--- config.mk ---
export PLATFORM = sky130hd
export DESIGN_NAME = source_tokenizer
export DESIGN_NICKNAME = d
export VERILOG_FILES = /design/src/rtl/core/srctok_pkg.sv /design/src/rtl/core/source_tokenizer.sv
export VERILOG_INCLUDE_DIRS = /design/src /design/src/rtl/core
export SDC_FILE = /design/constraint.sdc
export NUM_CORES = 1
export LEC_CHECK = 0
export BUFFER_PORTS_ARGS = -buffer_cell sky130_fd_sc_hd__buf_2
export CAP_MARGIN = 20
export CORE_MARGIN = 5
export CORE_UTILIZATION = 60
export CTS_CLUSTER_DIAMETER = 150
export CTS_CLUSTER_SIZE = 14
export DETAILED_ROUTE_END_ITERATION = 8
export PLACE_DENSITY = 0.77
export SLEW_MARGIN = 20
export SYNTH_ARGS = -nofsm -noshare
export SYNTH_HDL_FRONTEND = slang
export SYNTH_SLANG_ARGS = --single-unit
--- constraint.sdc ---
create_clock -name i_clk -period 5.05 [get_ports i_clk]
set_input_delay 0.505 -clock i_clk [delete_from_list [all_inputs] [get_ports i_clk]]
set_output_delay 0.505 -clock i_clk [all_outputs]
set_load 0.05 [all_outputs]
--- src/rtl/core/source_tokenizer_assert.svh ---
// Assertion macros for the source tokeniser.
// Used by source_tokenizer.sv; expects i_clk and i_rst_n in scope.
`ifndef SOURCE_TOKENIZER_ASSERT_SVH
`define SOURCE_TOKENIZER_ASSERT_SVH

// same-cycle implication
`define ST_ASSERT_IMPL(lbl, ante, cons) \
    lbl: assert property (@(posedge i_clk) disable iff (!i_rst_n) (ante) |-> (cons)) \
        else $error("source_tokenizer assertion failed");

// next-cycle implication
`define ST_ASSERT_NEXT(lbl, ante, cons) \
    lbl: assert property (@(posedge i_clk) disable iff (!i_rst_n) (ante) |=> (cons)) \
        else $error("source_tokenizer assertion failed");

`endif

--- src/rtl/core/srctok_pkg.sv ---
// Package for the source tokeniser: token kinds, scan modes, character codes,
// result types and keyword lookup. No dependencies.
`timescale 1ns / 1ps
package srctok_pkg;

    localparam int MaxSourceBytes = 65536;
    localparam int PosW           = $clog2(MaxSourceBytes) + 1;
    localparam int KeywordChars   = 6;
    localparam int WlenW          = $clog2(KeywordChars + 2);
    localparam int NumKeywords    = 14;
    localparam int QDepth         = 4;

    localparam logic [5:0] K_NOT = 6'd11, K_AND = 6'd12, K_OR = 6'd13, K_EOF = 6'd14;
    localparam logic [5:0] K_LPAREN = 6'd15, K_RPAREN = 6'd16, K_LBRACE = 6'd17;
    localparam logic [5:0] K_RBRACE = 6'd18, K_COLON = 6'd19, K_SEMI = 6'd20;
    localparam logic [5:0] K_COMMA = 6'd21, K_EQEQ = 6'd22, K_EQ = 6'd23;
    localparam logic [5:0] K_PLUSEQ = 6'd24, K_PLUS = 6'd25, K_MINUSEQ = 6'd26;
    localparam logic [5:0] K_ARROW = 6'd27, K_MINUS = 6'd28, K_STAREQ = 6'd29;
    localparam logic [5:0] K_STAR = 6'd30, K_SLASHEQ = 6'd31, K_SLASH = 6'd32;
    localparam logic [5:0] K_RANGE = 6'd33, K_PCTEQ = 6'd34, K_PCT = 6'd35;
    localparam logic [5:0] K_GE = 6'd36, K_SHREQ = 6'd37, K_SHR = 6'd38, K_GT = 6'd39;
    localparam logic [5:0] K_LE = 6'd40, K_SHLEQ = 6'd41, K_SHL = 6'd42, K_LT = 6'd43;
    localparam logic [5:0] K_NE = 6'd44, K_AMPEQ = 6'd45, K_AMP = 6'd46;
    localparam logic [5:0] K_PIPEEQ = 6'd47, K_PIPE = 6'd48, K_CARETEQ = 6'd49;
    localparam logic [5:0] K_CARET = 6'd50, K_TILDEEQ = 6'd51, K_TILDE = 6'd52;
    localparam logic [5:0] K_STRING = 6'd53, K_IDENT = 6'd54, K_NUMBER = 6'd55;
    localparam logic [5:0] K_ERRKIND = 6'd0;

    localparam logic [1:0] E_NONE = 2'd0, E_UNEXP = 2'd1, E_UNTERM = 2'd2;

    localparam logic [7:0] C_TAB = 8'h09, C_NL = 8'h0A, C_CR = 8'h0D, C_SP = 8'h20;
    localparam logic [7:0] C_BANG = 8'h21, C_QUOTE = 8'h22, C_PCT = 8'h25, C_AMP = 8'h26;
    localparam logic [7:0] C_LPAREN = 8'h28, C_RPAREN = 8'h29, C_STAR = 8'h2A;
    localparam logic [7:0] C_PLUS = 8'h2B, C_COMMA = 8'h2C, C_MINUS = 8'h2D;
    localparam logic [7:0] C_DOT = 8'h2E, C_SLASH = 8'h2F, C_COLON = 8'h3A;
    localparam logic [7:0] C_SEMI = 8'h3B, C_LT = 8'h3C, C_EQ = 8'h3D, C_GT = 8'h3E;
    localparam logic [7:0] C_CARET = 8'h5E, C_USCORE = 8'h5F, C_LBRACE = 8'h7B;
    localparam logic [7:0] C_PIPE = 8'h7C, C_RBRACE = 8'h7D, C_TILDE = 8'h7E;

    typedef enum logic [4:0] {
        M_IDLE, M_EQ, M_PLUS, M_MINUS, M_STAR, M_SLASH, M_DOT, M_PCT, M_GT,
        M_GTGT, M_LT, M_LTLT, M_BANG, M_AMP, M_PIPE, M_CARET, M_TILDE,
        M_COMMENT, M_STR, M_IDENT, M_NUM, M_NUMDOT, M_FRAC, M_SUFFIX
    } t_mode;

    typedef struct packed {
        logic [5:0]  kind;
        logic [15:0] start;
        logic [15:0] len;
        logic [15:0] line;
        logic [1:0]  err;
        logic        last;
    } t_result;

    typedef struct packed {
        logic            emit;
        logic [5:0]      kind;
        logic [15:0]     start;
        logic [PosW-1:0] len;
        logic [1:0]      err;
        logic            call;
        t_mode           mode;
        logic            halt;
    } t_pout;

    typedef logic [KeywordChars-1:0][7:0] t_word;

    localparam t_word KW_TEXT [NumKeywords] = '{
        {8'h00, 8'h00, "n", "f", "e", "d"}, {8'h00, 8'h00, 8'h00, "t", "e", "l"},
        {8'h00, 8'h00, 8'h00, 8'h00, "s", "a"}, {"n", "r", "u", "t", "e", "r"},
        {8'h00, 8'h00, 8'h00, 8'h00, "n", "i"}, {8'h00, 8'h00, 8'h00, "r", "o", "f"},
        {8'h00, 8'h00, 8'h00, 8'h00, "f", "i"}, {8'h00, 8'h00, "e", "s", "l", "e"},
        {8'h00, "e", "l", "i", "h", "w"}, {8'h00, 8'h00, "e", "u", "r", "t"},
        {8'h00, "e", "s", "l", "a", "f"}, {8'h00, 8'h00, 8'h00, "t", "o", "n"},
        {8'h00, 8'h00, 8'h00, "d", "n", "a"}, {8'h00, 8'h00, 8'h00, 8'h00, "r", "o"}
    };
    localparam logic [WlenW-1:0] KW_LEN [NumKeywords] = '{
        3'd4, 3'd3, 3'd2, 3'd6, 3'd2, 3'd3, 3'd2, 3'd4, 3'd5, 3'd4, 3'd5, 3'd3, 3'd3, 3'd2
    };

    function automatic logic is_alpha(input logic [7:0] c);
        return (c >= "a" && c <= "z") || (c >= "A" && c <= "Z");
    endfunction

    function automatic logic is_digit(input logic [7:0] c);
        return c >= "0" && c <= "9";
    endfunction

    function automatic logic [5:0] word_kind(input t_word buf_w, input logic [WlenW-1:0] len);
        logic [5:0] k;
        logic       hit;
        k = K_IDENT;
        for (int i = NumKeywords - 1; i >= 0; i--) begin
            hit = (len == KW_LEN[i]);
            for (int j = 0; j < KeywordChars; j++) begin
                if (j < int'(KW_LEN[i]) && buf_w[j] != KW_TEXT[i][j]) hit = 1'b0;
            end
            if (hit) k = 6'(i);
        end
        return k;
    endfunction

    // two-char operator pending: '=' completes it, anything else flushes the single
    function automatic t_pout pair_out(input logic [7:0] c, input logic [5:0] k2,
                                       input logic [5:0] k1, input logic [15:0] start);
        t_pout o;
        o       = '0;
        o.emit  = 1'b1;
        o.start = start;
        o.mode  = M_IDLE;
        if (c == C_EQ) begin
            o.kind = k2;
            o.len  = PosW'(2);
        end else begin
            o.kind = k1;
            o.len  = PosW'(1);
            o.call = 1'b1;
        end
        return o;
    endfunction

endpackage

--- src/rtl/core/source_tokenizer.sv ---
// Output: a token is pushed into the result queue when the character that completes it is accepted.
// Throughput: one input word per cycle while results are taken; an item yields up to two
// results, drained one per cycle from a four-entry result queue that gates o_s_tready.
// Reset: synchronous active-low i_rst_n clears scan state, line to one, empties the queue.
// Depends on srctok_pkg and source_tokenizer_assert.svh.
`timescale 1ns / 1ps
`include "source_tokenizer_assert.svh"
module source_tokenizer (
    input  logic        i_clk,
    input  logic        i_rst_n,
    input  logic        i_s_tvalid,
    output logic        o_s_tready,
    input  logic [7:0]  i_s_tdata,   // [7:0] ch
    input  logic        i_s_tuser,   // [0] kind (end marker)
    output logic        o_m_tvalid,
    input  logic        i_m_tready,
    output logic [55:0] o_m_tdata,   // kind[5:0] start[21:6] length[37:22] line[53:38] err[55:54]
    output logic        o_m_tlast
);
    import srctok_pkg::*;

    localparam int QW = $clog2(QDepth);

    t_mode              r_mode, n_mode;
    logic [15:0]        r_start, n_start;
    logic [PosW-1:0]    r_pos, n_pos;
    logic [15:0]        r_line, n_line;
    t_word              r_word, n_word;
    logic [WlenW-1:0]   r_wlen, n_wlen;
    logic               r_halt, n_halt;

    t_result            r_q [QDepth];
    logic [QW-1:0]      r_wr, r_rd;
    logic [QW:0]        r_count;

    logic               acc, pop, push0, push1;
    t_result            res0, res1;
    logic [7:0]         c;
    logic [15:0]        p;
    logic [PosW-1:0]    len17;

    // idle-entry decode
    logic               id_emit, id_halt, id_nl, id_word;
    logic [5:0]         id_kind;
    logic [1:0]         id_err;
    t_mode              id_mode;

    t_pout              po, fl;
    logic               range2;

    assign c     = i_s_tdata;
    assign p     = r_pos[15:0];
    assign len17 = r_pos - {1'b0, r_start};
    assign acc   = i_s_tvalid && o_s_tready;
    assign pop   = o_m_tvalid && i_m_tready;

    assign o_s_tready = (r_count <= (QW+1)'(QDepth - 2));
    assign o_m_tvalid = (r_count != '0);
    assign o_m_tdata  = {r_q[r_rd].err, r_q[r_rd].line, r_q[r_rd].len,
                         r_q[r_rd].start, r_q[r_rd].kind};
    assign o_m_tlast  = r_q[r_rd].last;

    function automatic logic [15:0] sat(input logic [PosW-1:0] v);
        return (v > PosW'(16'hFFFF)) ? 16'hFFFF : v[15:0];
    endfunction

    always_comb begin
        id_emit = 1'b0;
        id_halt = 1'b0;
        id_nl   = 1'b0;
        id_word = 1'b0;
        id_kind = K_ERRKIND;
        id_err  = E_NONE;
        id_mode = M_IDLE;
        case (c)
            C_LPAREN: begin id_emit = 1'b1; id_kind = K_LPAREN; end
            C_RPAREN: begin id_emit = 1'b1; id_kind = K_RPAREN; end
            C_LBRACE: begin id_emit = 1'b1; id_kind = K_LBRACE; end
            C_RBRACE: begin id_emit = 1'b1; id_kind = K_RBRACE; end
            C_COLON:  begin id_emit = 1'b1; id_kind = K_COLON; end
            C_SEMI:   begin id_emit = 1'b1; id_kind = K_SEMI; end
            C_COMMA:  begin id_emit = 1'b1; id_kind = K_COMMA; end
            C_EQ:     id_mode = M_EQ;
            C_PLUS:   id_mode = M_PLUS;
            C_MINUS:  id_mode = M_MINUS;
            C_STAR:   id_mode = M_STAR;
            C_SLASH:  id_mode = M_SLASH;
            C_DOT:    id_mode = M_DOT;
            C_PCT:    id_mode = M_PCT;
            C_GT:     id_mode = M_GT;
            C_LT:     id_mode = M_LT;
            C_BANG:   id_mode = M_BANG;
            C_AMP:    id_mode = M_AMP;
            C_PIPE:   id_mode = M_PIPE;
            C_CARET:  id_mode = M_CARET;
            C_TILDE:  id_mode = M_TILDE;
            C_QUOTE:  id_mode = M_STR;
            C_SP, C_TAB, C_CR: id_mode = M_IDLE;
            C_NL:     id_nl = 1'b1;
            default: begin
                if (is_alpha(c)) begin
                    id_word = 1'b1;
                    id_mode = M_IDENT;
                end else if (is_digit(c)) begin
                    id_mode = M_NUM;
                end else begin
                    id_emit = 1'b1;
                    id_err  = E_UNEXP;
                    id_halt = 1'b1;
                end
            end
        endcase
    end

    always_comb begin
        po       = '0;
        po.start = r_start;
        po.mode  = r_mode;
        range2   = 1'b0;
        unique case (r_mode)
            M_IDLE:  po.call = 1'b1;
            M_EQ:    po = pair_out(c, K_EQEQ, K_EQ, r_start);
            M_PLUS:  po = pair_out(c, K_PLUSEQ, K_PLUS, r_start);
            M_STAR:  po = pair_out(c, K_STAREQ, K_STAR, r_start);
            M_PCT:   po = pair_out(c, K_PCTEQ, K_PCT, r_start);
            M_BANG:  po = pair_out(c, K_NE, K_NOT, r_start);
            M_CARET: po = pair_out(c, K_CARETEQ, K_CARET, r_start);
            M_TILDE: po = pair_out(c, K_TILDEEQ, K_TILDE, r_start);
            M_MINUS: begin
                po = pair_out(c, K_MINUSEQ, K_MINUS, r_start);
                if (c == C_GT) begin po.kind = K_ARROW; po.len = PosW'(2); po.call = 1'b0; end
            end
            M_SLASH: begin
                if (c == C_SLASH) po.mode = M_COMMENT;
                else po = pair_out(c, K_SLASHEQ, K_SLASH, r_start);
            end
            M_AMP: begin
                po = pair_out(c, K_AMPEQ, K_AMP, r_start);
                if (c == C_AMP) begin po.kind = K_AND; po.len = PosW'(2); po.call = 1'b0; end
            end
            M_PIPE: begin
                po = pair_out(c, K_PIPEEQ, K_PIPE, r_start);
                if (c == C_PIPE) begin po.kind = K_OR; po.len = PosW'(2); po.call = 1'b0; end
            end
            M_GT: begin
                if (c == C_GT) po.mode = M_GTGT;
                else po = pair_out(c, K_GE, K_GT, r_start);
            end
            M_LT: begin
                if (c == C_LT) po.mode = M_LTLT;
                else po = pair_out(c, K_LE, K_LT, r_start);
            end
            M_GTGT, M_LTLT: begin
                po.emit = 1'b1;
                po.mode = M_IDLE;
                po.kind = (r_mode == M_GTGT) ? K_SHR : K_SHL;
                po.len  = PosW'(2);
                po.call = 1'b1;
                if (c == C_EQ) begin
                    po.kind = (r_mode == M_GTGT) ? K_SHREQ : K_SHLEQ;
                    po.len  = PosW'(3);
                    po.call = 1'b0;
                end
            end
            M_DOT: begin
                if (c == C_DOT) begin
                    po.emit = 1'b1;
                    po.kind = K_RANGE;
                    po.len  = PosW'(2);
                    po.mode = M_IDLE;
                end else begin
                    po.call = 1'b1;
                end
            end
            M_COMMENT: po.call = (c == C_NL);
            M_STR: begin
                po.start = r_start + 16'd1;
                po.len   = len17 - PosW'(1);
                if (c == C_QUOTE) begin
                    po.emit = 1'b1;
                    po.kind = K_STRING;
                    po.mode = M_IDLE;
                end else if (c == C_NL) begin
                    po.emit = 1'b1;
                    po.kind = K_ERRKIND;
                    po.err  = E_UNTERM;
                    po.halt = 1'b1;
                end
            end
            M_IDENT: begin
                if (!(is_alpha(c) || is_digit(c) || c == C_USCORE)) begin
                    po.emit = 1'b1;
                    po.kind = word_kind(r_word, r_wlen);
                    po.len  = len17;
                    po.call = 1'b1;
                end
            end
            M_NUM: begin
                if (c == C_DOT) po.mode = M_NUMDOT;
                else if (is_alpha(c)) po.mode = M_SUFFIX;
                else if (!(is_digit(c) || c == C_USCORE)) begin
                    po.emit = 1'b1;
                    po.kind = K_NUMBER;
                    po.len  = len17;
                    po.call = 1'b1;
                end
            end
            M_NUMDOT: begin
                if (is_digit(c)) po.mode = M_FRAC;
                else begin
                    po.emit = 1'b1;
                    po.kind = K_NUMBER;
                    po.len  = len17 - PosW'(1);
                    po.mode = M_IDLE;
                    range2  = (c == C_DOT);
                    po.call = !range2;
                end
            end
            M_FRAC, M_SUFFIX: begin
                if (is_alpha(c)) po.mode = M_SUFFIX;
                else if (!is_digit(c)) begin
                    po.emit = 1'b1;
                    po.kind = K_NUMBER;
                    po.len  = len17;
                    po.call = 1'b1;
                end
            end
            default: po.call = 1'b1;
        endcase
    end

    // pending token at end of source
    always_comb begin
        fl       = '0;
        fl.start = r_start;
        fl.emit  = !r_halt;
        fl.len   = PosW'(1);
        unique case (r_mode)
            M_EQ:    fl.kind = K_EQ;
            M_PLUS:  fl.kind = K_PLUS;
            M_MINUS: fl.kind = K_MINUS;
            M_STAR:  fl.kind = K_STAR;
            M_SLASH: fl.kind = K_SLASH;
            M_PCT:   fl.kind = K_PCT;
            M_GT:    fl.kind = K_GT;
            M_LT:    fl.kind = K_LT;
            M_BANG:  fl.kind = K_NOT;
            M_AMP:   fl.kind = K_AMP;
            M_PIPE:  fl.kind = K_PIPE;
            M_CARET: fl.kind = K_CARET;
            M_TILDE: fl.kind = K_TILDE;
            M_GTGT:  begin fl.kind = K_SHR; fl.len = PosW'(2); end
            M_LTLT:  begin fl.kind = K_SHL; fl.len = PosW'(2); end
            M_STR: begin
                fl.kind  = K_ERRKIND;
                fl.err   = E_UNTERM;
                fl.start = r_start + 16'd1;
                fl.len   = len17 - PosW'(1);
            end
            M_IDENT: begin fl.kind = word_kind(r_word, r_wlen); fl.len = len17; end
            M_NUM, M_FRAC, M_SUFFIX: begin fl.kind = K_NUMBER; fl.len = len17; end
            M_NUMDOT: begin fl.kind = K_NUMBER; fl.len = len17 - PosW'(1); end
            default: fl.emit = 1'b0;
        endcase
    end

    always_comb begin
        n_mode  = r_mode;
        n_start = r_start;
        n_pos   = r_pos;
        n_line  = r_line;
        n_word  = r_word;
        n_wlen  = r_wlen;
        n_halt  = r_halt;
        push0   = 1'b0;
        push1   = 1'b0;
        res0    = '0;
        res1    = '0;
        res0.line = r_line;
        res1.line = r_line;
        if (acc && i_s_tuser) begin
            res1.kind  = K_EOF;
            res1.start = p;
            res1.len   = 16'd0;
            res1.last  = 1'b1;
            if (fl.emit) begin
                res0.kind  = fl.kind;
                res0.start = fl.start;
                res0.len   = sat(fl.len);
                res0.err   = fl.err;
                push0 = 1'b1;
                push1 = 1'b1;
            end else begin
                res0  = res1;
                push0 = 1'b1;
            end
            n_mode  = M_IDLE;
            n_start = '0;
            n_pos   = '0;
            n_line  = 16'd1;
            n_wlen  = '0;
            n_halt  = 1'b0;
        end else if (acc && !r_halt && !r_pos[PosW-1]) begin
            n_pos = r_pos + PosW'(1);
            if (po.emit) begin
                res0.kind  = po.kind;
                res0.start = po.start;
                res0.len   = sat(po.len);
                res0.err   = po.err;
                push0 = 1'b1;
                if (range2) begin
                    res1.kind  = K_RANGE;
                    res1.start = p - 16'd1;
                    res1.len   = 16'd2;
                    push1 = 1'b1;
                end else if (po.call && id_emit) begin
                    res1.kind  = id_kind;
                    res1.start = p;
                    res1.len   = 16'd1;
                    res1.err   = id_err;
                    push1 = 1'b1;
                end
            end else if (po.call && id_emit) begin
                res0.kind  = id_kind;
                res0.start = p;
                res0.len   = 16'd1;
                res0.err   = id_err;
                push0 = 1'b1;
            end
            if (push1) res1.last = 1'b1;
            else res0.last = 1'b1;
            n_halt = po.halt || (po.call && id_halt);
            if (po.call) begin
                n_mode  = id_mode;
                n_start = p;
                if (id_nl && r_line != 16'hFFFF) n_line = r_line + 16'd1;
                if (id_word) begin
                    n_word[0] = c;
                    n_wlen    = WlenW'(1);
                end
            end else begin
                n_mode = po.mode;
                if (r_mode == M_IDENT) begin
                    if (r_wlen < WlenW'(KeywordChars)) n_word[r_wlen[$clog2(KeywordChars)-1:0]] = c;
                    if (r_wlen <= WlenW'(KeywordChars)) n_wlen = r_wlen + WlenW'(1);
                end
            end
        end
    end

    always_ff @(posedge i_clk) begin
        if (!i_rst_n) begin
            r_mode  <= M_IDLE;
            r_start <= '0;
            r_pos   <= '0;
            r_line  <= 16'd1;
            r_wlen  <= '0;
            r_halt  <= 1'b0;
            r_wr    <= '0;
            r_rd    <= '0;
            r_count <= '0;
        end else begin
            r_mode  <= n_mode;
            r_start <= n_start;
            r_pos   <= n_pos;
            r_line  <= n_line;
            r_wlen  <= n_wlen;
            r_halt  <= n_halt;
            r_wr    <= r_wr + QW'(push0) + QW'(push1);
            if (pop) r_rd <= r_rd + QW'(1);
            r_count <= r_count + (QW+1)'(push0) + (QW+1)'(push1) - (QW+1)'(pop);
        end
    end

    always_ff @(posedge i_clk) begin
        r_word <= n_word;
        if (push0) r_q[r_wr] <= res0;
        if (push1) r_q[r_wr + QW'(1)] <= res1;
    end

    `ST_ASSERT_IMPL(a_queue_bound, 1'b1, r_count <= (QW+1)'(QDepth))
    `ST_ASSERT_IMPL(a_line_nonzero, 1'b1, r_line != 16'd0)
    `ST_ASSERT_NEXT(a_end_resets, acc && i_s_tuser, r_mode == M_IDLE && !r_halt && r_pos == '0)
    `ST_ASSERT_NEXT(a_halt_quiet, acc && !i_s_tuser && r_halt, r_count <= $past(r_count))

endmodule
==> flow_metrics.env, run 1 <==
export IMPL_layout_cells_non_filler=2553
export IMPL_netlist_top_cell_by_area="sky130_fd_sc_hd__edfxtp_1"
export IMPL_drv_slew=0
export IMPL_placedInstanceArea_sq_um=21180
export IMPL_design_die_area_sq_um=37520
export IMPL_synth_edff_count=216
export IMPL_critPathLaunchType="register"
export IMPL_synth_fp_nets=2098
export IMPL_wire_length_of_the_first_global_routing_pass_um=101200
export IMPL_area_growth_synth_to_finish_pct=8.589
export IMPL_post_synthesis_sequential_area_ratio=0.4459
export IMPL_place_gp_congestion=1.003
export IMPL_detailedRoute_firstIterationViolations=1976
export IMPL_yosys_warnings=0
export IMPL_clock_transition_at_the_registers_of_the_reported_paths_ns=0.07
export IMPL_num_io_pins=72
export IMPL_initial_core_util=0.6054
export IMPL_grt_setup_unrepaired="false"
export IMPL_power_ir_vdd_worst_v=0.0007026
export IMPL_max_cap_violations=0
export IMPL_skew_ns=0.05147
export IMPL_worst_slew_margin_rel=0.2881
export IMPL_ant_nets=0
export IMPL_setup_slack_ns=0.2685
export IMPL_final_core_util=0.6574
export IMPL_num_antenna_cells=0
export IMPL_synth_most_common_cell="sky130_fd_sc_hd__nand2_1"
export IMPL_dpl_cell_count=2503
export IMPL_timing_setup_critical_path_class="register to register"
export IMPL_grt_overflow_total=0
export IMPL_synth_top_cells_by_count="sky130_fd_sc_hd__nand2_1, sky130_fd_sc_hd__edfxtp_1, sky130_fd_sc_hd__nor2_1"
export IMPL_synth_cell_type_count=100
export IMPL_postSynth_asyncResetShare=0
export IMPL_clk_latency_ns=0.60
export IMPL_crit_fanout=9
export IMPL_grt_total_usage=0.3342
export IMPL_total_half_perimeter_wirelength_after_legalization_and_detailed_placement_um=45680
export IMPL_num_vias=17920
export IMPL_yosys_register_bits=343
export IMPL_clock_tree_from_tritoncts="done"
export IMPL_routedWlPerCell_um=25.37
export IMPL_core_region_area_sq_um=33450
export IMPL_synth_area_sq_um=20250
export IMPL_endpoint_kind="register"
export IMPL_whs_ns=0.2100
export IMPL_power_leakage_nw=7.339
export IMPL_io_buffer_count=71
export IMPL_timing_critical_path_arrival_ns=5.07
export IMPL_hold_fix_buffers_cts=0
export IMPL_final_nets=2130
export IMPL_layout_cells_sized_above_1=0.1387
export IMPL_setup_viol=0
export IMPL_leading_register_cell_type_out_of_synthesis="sky130_fd_sc_hd__edfxtp_1"
export IMPL_cts_sink_count=343
export IMPL_number_of_buffers_on_the_longest_clock_path=3
export IMPL_run_status="completed"
export IMPL_syn_avg_cell_area_sq_um=9.863
export IMPL_post_cts_repair_setup_buffers=0
export IMPL_numCtsBuffers=28
export IMPL_top_area_cell_type_share_of_the_netlist_area=0.3203
export IMPL_crit_required_ns=5.33
export IMPL_post_route_period_util=0.9468
export IMPL_transition_time_of_the_tightest_slew_check_pin_ns=1.051
export IMPL_hp_class="input pin to register"
export IMPL_power_total_mw=12.32
export IMPL_p_per_area_nw_per_um2=560.2
export IMPL_layout_min_cycle_time_ns=4.781
export IMPL_rows=67
export IMPL_ys_top_cells_by_area="sky130_fd_sc_hd__edfxtp_1, sky130_fd_sc_hd__dfxtp_1, sky130_fd_sc_hd__mux4_2"
export IMPL_remaining_drc_errors=0
export IMPL_clock_tree_htree_level_count=1
export IMPL_grt_start_max_net_pins=47
export IMPL_instance_count_of_the_mapped_netlist=2053
export IMPL_max_freq_mhz=209.1
export IMPL_number_of_global_route_vias_before_repair=17770
export IMPL_pre_cts_slack_ns=0.3364
export IMPL_fin_tns_setup_ns=0
export IMPL_detailedRoute_firstPassIterationCount=6
export IMPL_post_cts_resized=0
export IMPL_die_height_um=193.7
export IMPL_timing_hold_violations_final=0
export IMPL_routed_wl_um=64780
export IMPL_via_per_inst=7.018
export IMPL_root_buffer="sky130_fd_sc_hd__clkbuf_16"
export IMPL_post_layout_inst_area_sq_um=21990
export IMPL_chipWidth_um=193.7
export IMPL_grt_antenna_before_repair=0
[layout by cell type (no fill, tap or decap), drive strengths merged, types with 28 or more instances in the layout]
| master | synthesis | routed |
|---|---|---|
| nand2 | 221 | 221 |
| edfxtp | 216 | 216 |
| nor2 | 170 | 170 |
| buf | 60 | 154 |
| dfxtp | 127 | 127 |
| a21oi | 104 | 104 |
| o22ai | 96 | 96 |
| o21ai | 95 | 95 |
| nor2b | 78 | 78 |
| mux4 | 57 | 57 |
| nand3 | 53 | 53 |
| nor3 | 51 | 51 |
| inv | 50 | 51 |
| clkbuf | 92 | 49 |
| o221ai | 46 | 46 |
| xnor2 | 35 | 35 |
| nor4 | 30 | 30 |
| ha | 28 | 28 |
[critical path, stage by stage (launching register included)]
cell,delay (ns)
sky130_fd_sc_hd__dfxtp_1,0.37
sky130_fd_sc_hd__ha_1,0.26
sky130_fd_sc_hd__fa_1,0.42
sky130_fd_sc_hd__nand2b_1,0.21
sky130_fd_sc_hd__a21o_1,0.24
sky130_fd_sc_hd__a2111oi_4,0.42
sky130_fd_sc_hd__o211ai_1,0.14
sky130_fd_sc_hd__a32oi_1,0.50
sky130_fd_sc_hd__xor2_2,0.47
sky130_fd_sc_hd__a311oi_1,0.17
sky130_fd_sc_hd__or2_1,0.44
sky130_fd_sc_hd__a221oi_1,0.68
sky130_fd_sc_hd__o22ai_1,0.18
[where the power goes]
group | total [mW] | internal [mW] | switching (mW)
logic | 6.38 | 1.90 | 4.47
clock network | 2.08 | 1.07 | 1.01
registers | 3.87 | 3.59 | 0.274
total | 12.3 | 6.56 | 5.75
[path summary, 6_finish.rpt]
path                              to  slack [ns]               startpoint  cells after the start
max             r_q[0][19]$_DFFE_PP_        0.27  r_start[0]$_SDFFE_PP0P_                     12
min           r_line[0]$_SDFFE_PP1P_        0.21                  i_rst_n                      2
max reg2reg     r_q[0][19]$_DFFE_PP_        0.27  r_start[0]$_SDFFE_PP0P_                     12
min reg2reg  r_q[3][30]$_SDFFE_PP0P_        0.46  r_q[3][30]$_SDFFE_PP0P_                      2
[final cells by class]
type | count | area, sq um
clock buffer | 49 | 800.8
clock inverter | 1 | 8.758
fill | 2635 | 11460
inverter | 50 | 187.7
multi-input combinational | 1508 | 10370
sequential | 343 | 9034
tap | 448 | 560.5
timing repair buffer | 154 | 1026
[per-layer routing]
| layer | track usage | part of all wire | wire (um) | up-vias |
|---|---|---|---|---|
| met5 | 0 | 0 | 0 | - |
| met4 | 0.1240 | 0.035 | 2273 | 0 |
| met3 | 0.06169 | 0.10 | 6618 | 197 |
| met2 | 0.5434 | 0.47 | 30470 | 1097 |
| met1 | 0.4516 | 0.39 | 25410 | 8679 |
| li1 | - | - | - | 7945 |
[state kept, by name, indices dropped and copies added (netlist names), named ones only]
signal and count:
r_count 3, r_halt 1, r_line 16, r_mode 5, r_pos 17, r_q 228
r_rd 2, r_start 16, r_wlen 3, r_word 48, r_wr 2
[cells by family (layout without fill, tap and decap cells)]
| family | after synthesis | in the layout | synth area share |
|---|---|---|---|
| adder cells (fa/ha/maj) | 32 | 32 | 0.02126 |
| flip-flops | 343 | 343 | 0.4459 |
| AND/OR/NAND/NOR | 805 | 805 | 0.2084 |
| multiplexers | 66 | 66 | 0.06785 |
| buffers and inverters | 202 | 254 | 0.04208 |
| XOR/XNOR | 59 | 59 | 0.02589 |
| AO/OA/AOI/OAI | 546 | 546 | 0.1886 |
No activity file was read; power rests on OpenSTA's default activity.
==> inputs of run 2 (changes only) <==
- CELL_PAD_IN_SITES_DETAIL_PLACEMENT: not set -> 0
- CELL_PAD_IN_SITES_GLOBAL_PLACEMENT: not set -> 1
- CORE_UTILIZATION: 60 -> 50
- PLACE_DENSITY: 0.77 -> 0.8
==> run 2 against run 1 <==
Against the previous run:
- routed wire length rose by 2.2%
- cell count grew 3.1%
- maximum frequency grew 0.87%
- worst setup slack improved by 0.041 ns
- flip-flop and latch count unchanged
- cell area up 0.58%
==> flow_metrics.env, run 2 (synthesized netlist as in run 1, its figures left out) <==
export IMPL_initial_core_util=0.5073
export IMPL_post_cts_repair_setup_buffers=0
export IMPL_ant_nets=0
export IMPL_clk_latency_ns=0.60
export IMPL_whs_ns=0.2011
export IMPL_grt_antenna_before_repair=0
export IMPL_hold_fix_buffers_cts=0
export IMPL_chipWidth_um=211.2
export IMPL_number_of_buffers_on_the_longest_clock_path=3
export IMPL_drv_slew=0
export IMPL_clock_tree_htree_level_count=1
export IMPL_num_io_pins=72
export IMPL_via_per_inst=6.694
export IMPL_remaining_drc_errors=0
export IMPL_post_cts_resized=0
export IMPL_fin_tns_setup_ns=0
export IMPL_power_total_mw=12.46
export IMPL_final_fill_count=3501
export IMPL_rows=73
export IMPL_grt_start_max_net_pins=58
export IMPL_part_of_the_power_in_the_clock_network=0.168
export IMPL_die_height_um=211.2
export IMPL_cts_sink_count=343
export IMPL_timing_critical_path_arrival_ns=5.16
export IMPL_design_die_area_sq_um=44620
export IMPL_layout_cells_non_filler=2632
export IMPL_wire_length_of_the_first_global_routing_pass_um=102500
export IMPL_layout_cells_sized_above_1=0.1391
export IMPL_biggest_registers_after_layout="r_q x228, r_word x48, r_pos x17"
export IMPL_combinational_fraction_of_design_power=0.523
export IMPL_swShare=0.4713
export IMPL_dpl_cell_count=2580
export IMPL_seqPwrFrac=0.309
export IMPL_p_per_area_nw_per_um2=563.3
export IMPL_clock_tree_from_tritoncts="done"
export IMPL_crit_fanout=9
export IMPL_timing_hold_violations_final=0
export IMPL_final_cell_mix="sky130_fd_sc_hd__nand2_1, sky130_fd_sc_hd__edfxtp_1, sky130_fd_sc_hd__nor2_1, sky130_fd_sc_hd__dfxtp_1, sky130_fd_sc_hd__a21oi_1"
export IMPL_detailedRoute_firstIterationViolations=2086
export IMPL_hp_class="input pin to register"
export IMPL_power_leakage_nw=7.346
export IMPL_post_route_period_util=0.9387
export IMPL_largest_register_ff_count=228
export IMPL_setup_viol=0
export IMPL_final_nets=2131
export IMPL_post_layout_inst_area_sq_um=22120
export IMPL_internal_power_mw=6.586
export IMPL_routedWlPerCell_um=25.14
export IMPL_worst_slew_margin_rel=0.3081
export IMPL_max_freq_mhz=211.0
export IMPL_grt_setup_unrepaired="false"
export IMPL_io_buffer_count=71
export IMPL_power_ir_vdd_worst_v=0.0003260
export IMPL_p_sw_mw=5.871
export IMPL_placedInstanceArea_sq_um=21280
export IMPL_clock_transition_at_the_registers_of_the_reported_paths_ns=0.08
export IMPL_total_half_perimeter_wirelength_after_legalization_and_detailed_placement_um=46120
export IMPL_area_growth_synth_to_finish_pct=9.220
export IMPL_numCtsBuffers=28
export IMPL_max_cap_violations=0
export IMPL_num_vias=17620
export IMPL_timing_setup_critical_path_class="register to register"
export IMPL_number_of_global_route_vias_before_repair=17150
export IMPL_detailedRoute_firstPassIterationCount=6
export IMPL_grt_overflow_total=0
export IMPL_run_status="completed"
export IMPL_skew_ns=0.02785
export IMPL_grt_total_usage=0.2898
export IMPL_routed_wl_um=66180
export IMPL_crit_required_ns=5.47
export IMPL_layout_cells_most_common="sky130_fd_sc_hd__nand2_1"
export IMPL_largest_register="r_q"
export IMPL_endpoint_kind="register"
export IMPL_core_region_area_sq_um=39910
export IMPL_setup_reg_to_reg_worst_slack_ns=0.31
export IMPL_transition_time_of_the_tightest_slew_check_pin_ns=1.035
export IMPL_num_antenna_cells=0
export IMPL_root_buffer="sky130_fd_sc_hd__clkbuf_16"
export IMPL_place_gp_congestion=1.008
export IMPL_critPathLaunchType="register"
export IMPL_layout_min_cycle_time_ns=4.740
==> run 2: cell type report <==
type / instances / area (sq um) / area share
Clock buffer: 49 / 779.5 / 0.03525
Clock inverter: 2 / 38.79 / 0.001754
Inverter: 50 / 187.7 / 0.008487
Multi-Input combinational cell: 1508 / 10370 / 0.4689
Sequential cell: 343 / 9034 / 0.4085
Tap cell: 525 / 656.9 / 0.02970
Timing Repair Buffer: 155 / 1049 / 0.04741
==> run 2: final timing paths <==
| kind | startpoint | to | cells past startpoint |
|---|---|---|---|
| worst max-delay path | r_pos[0]$_SDFFE_PP0P_ | r_q[3][31]$_SDFFE_PP0P_ | 13 |
| worst min-delay path | i_rst_n | r_line[0]$_SDFFE_PP1P_ | 2 |
| worst max register to register | r_pos[0]$_SDFFE_PP0P_ | r_q[3][31]$_SDFFE_PP0P_ | 13 |
| worst min register to register | r_q[1][2]$_SDFFE_PP0P_ | r_q[1][2]$_SDFFE_PP0P_ | 2 |
==> run 2: power by group through the flow <==
stage	Combinational [mW]	Clock (mW)	Sequential [mW]
after floorplan	4.48	0	3.76
after global placement	6.35	0	3.93
after detailed placement	6.36	0	3.96
after CTS	6.38	2.12	3.90
after global routing	6.88	2.23	3.91
final	6.51	2.09	3.85
==> run 2: worst max-delay path, cell delays in order, from the launching register on <==
cell and delay (ns):
sky130_fd_sc_hd__dfxtp_1 0.34, sky130_fd_sc_hd__inv_1 0.08, sky130_fd_sc_hd__ha_1 0.22, sky130_fd_sc_hd__fa_1 0.43, sky130_fd_sc_hd__nand2b_1 0.22, sky130_fd_sc_hd__a21o_1 0.24
sky130_fd_sc_hd__a2111oi_4 0.46, sky130_fd_sc_hd__o211ai_1 0.15, sky130_fd_sc_hd__a32oi_1 0.53, sky130_fd_sc_hd__xor2_2 0.40, sky130_fd_sc_hd__a311oi_1 0.13, sky130_fd_sc_hd__or2_1 0.42
sky130_fd_sc_hd__a221oi_1 0.70, sky130_fd_sc_hd__o221ai_1 0.25
==> run 2: metrics by stage <==
| step | utilization | setup WS, ns |
|---|---|---|
| 2_1_floorplan | - | 0.9036 |
| 3_3_place_gp | 0.5331 | 0.4697 |
| 3_5_place_dp | 0.5331 | 0.4086 |
| 4_1_cts | 0.5536 | 0.3995 |
| 5_1_grt | 0.5541 | 0.1619 |
| 6_report | 0.5541 | 0.3095 |
==> run 2: layer usage <==
metal	GRT usage	part of all wire	wire length, um
met5	0	0	0
met4	0.1028	0.038	2524
met3	0.04485	0.087	5728
met2	0.4616	0.47	30800
met1	0.4056	0.41	27120
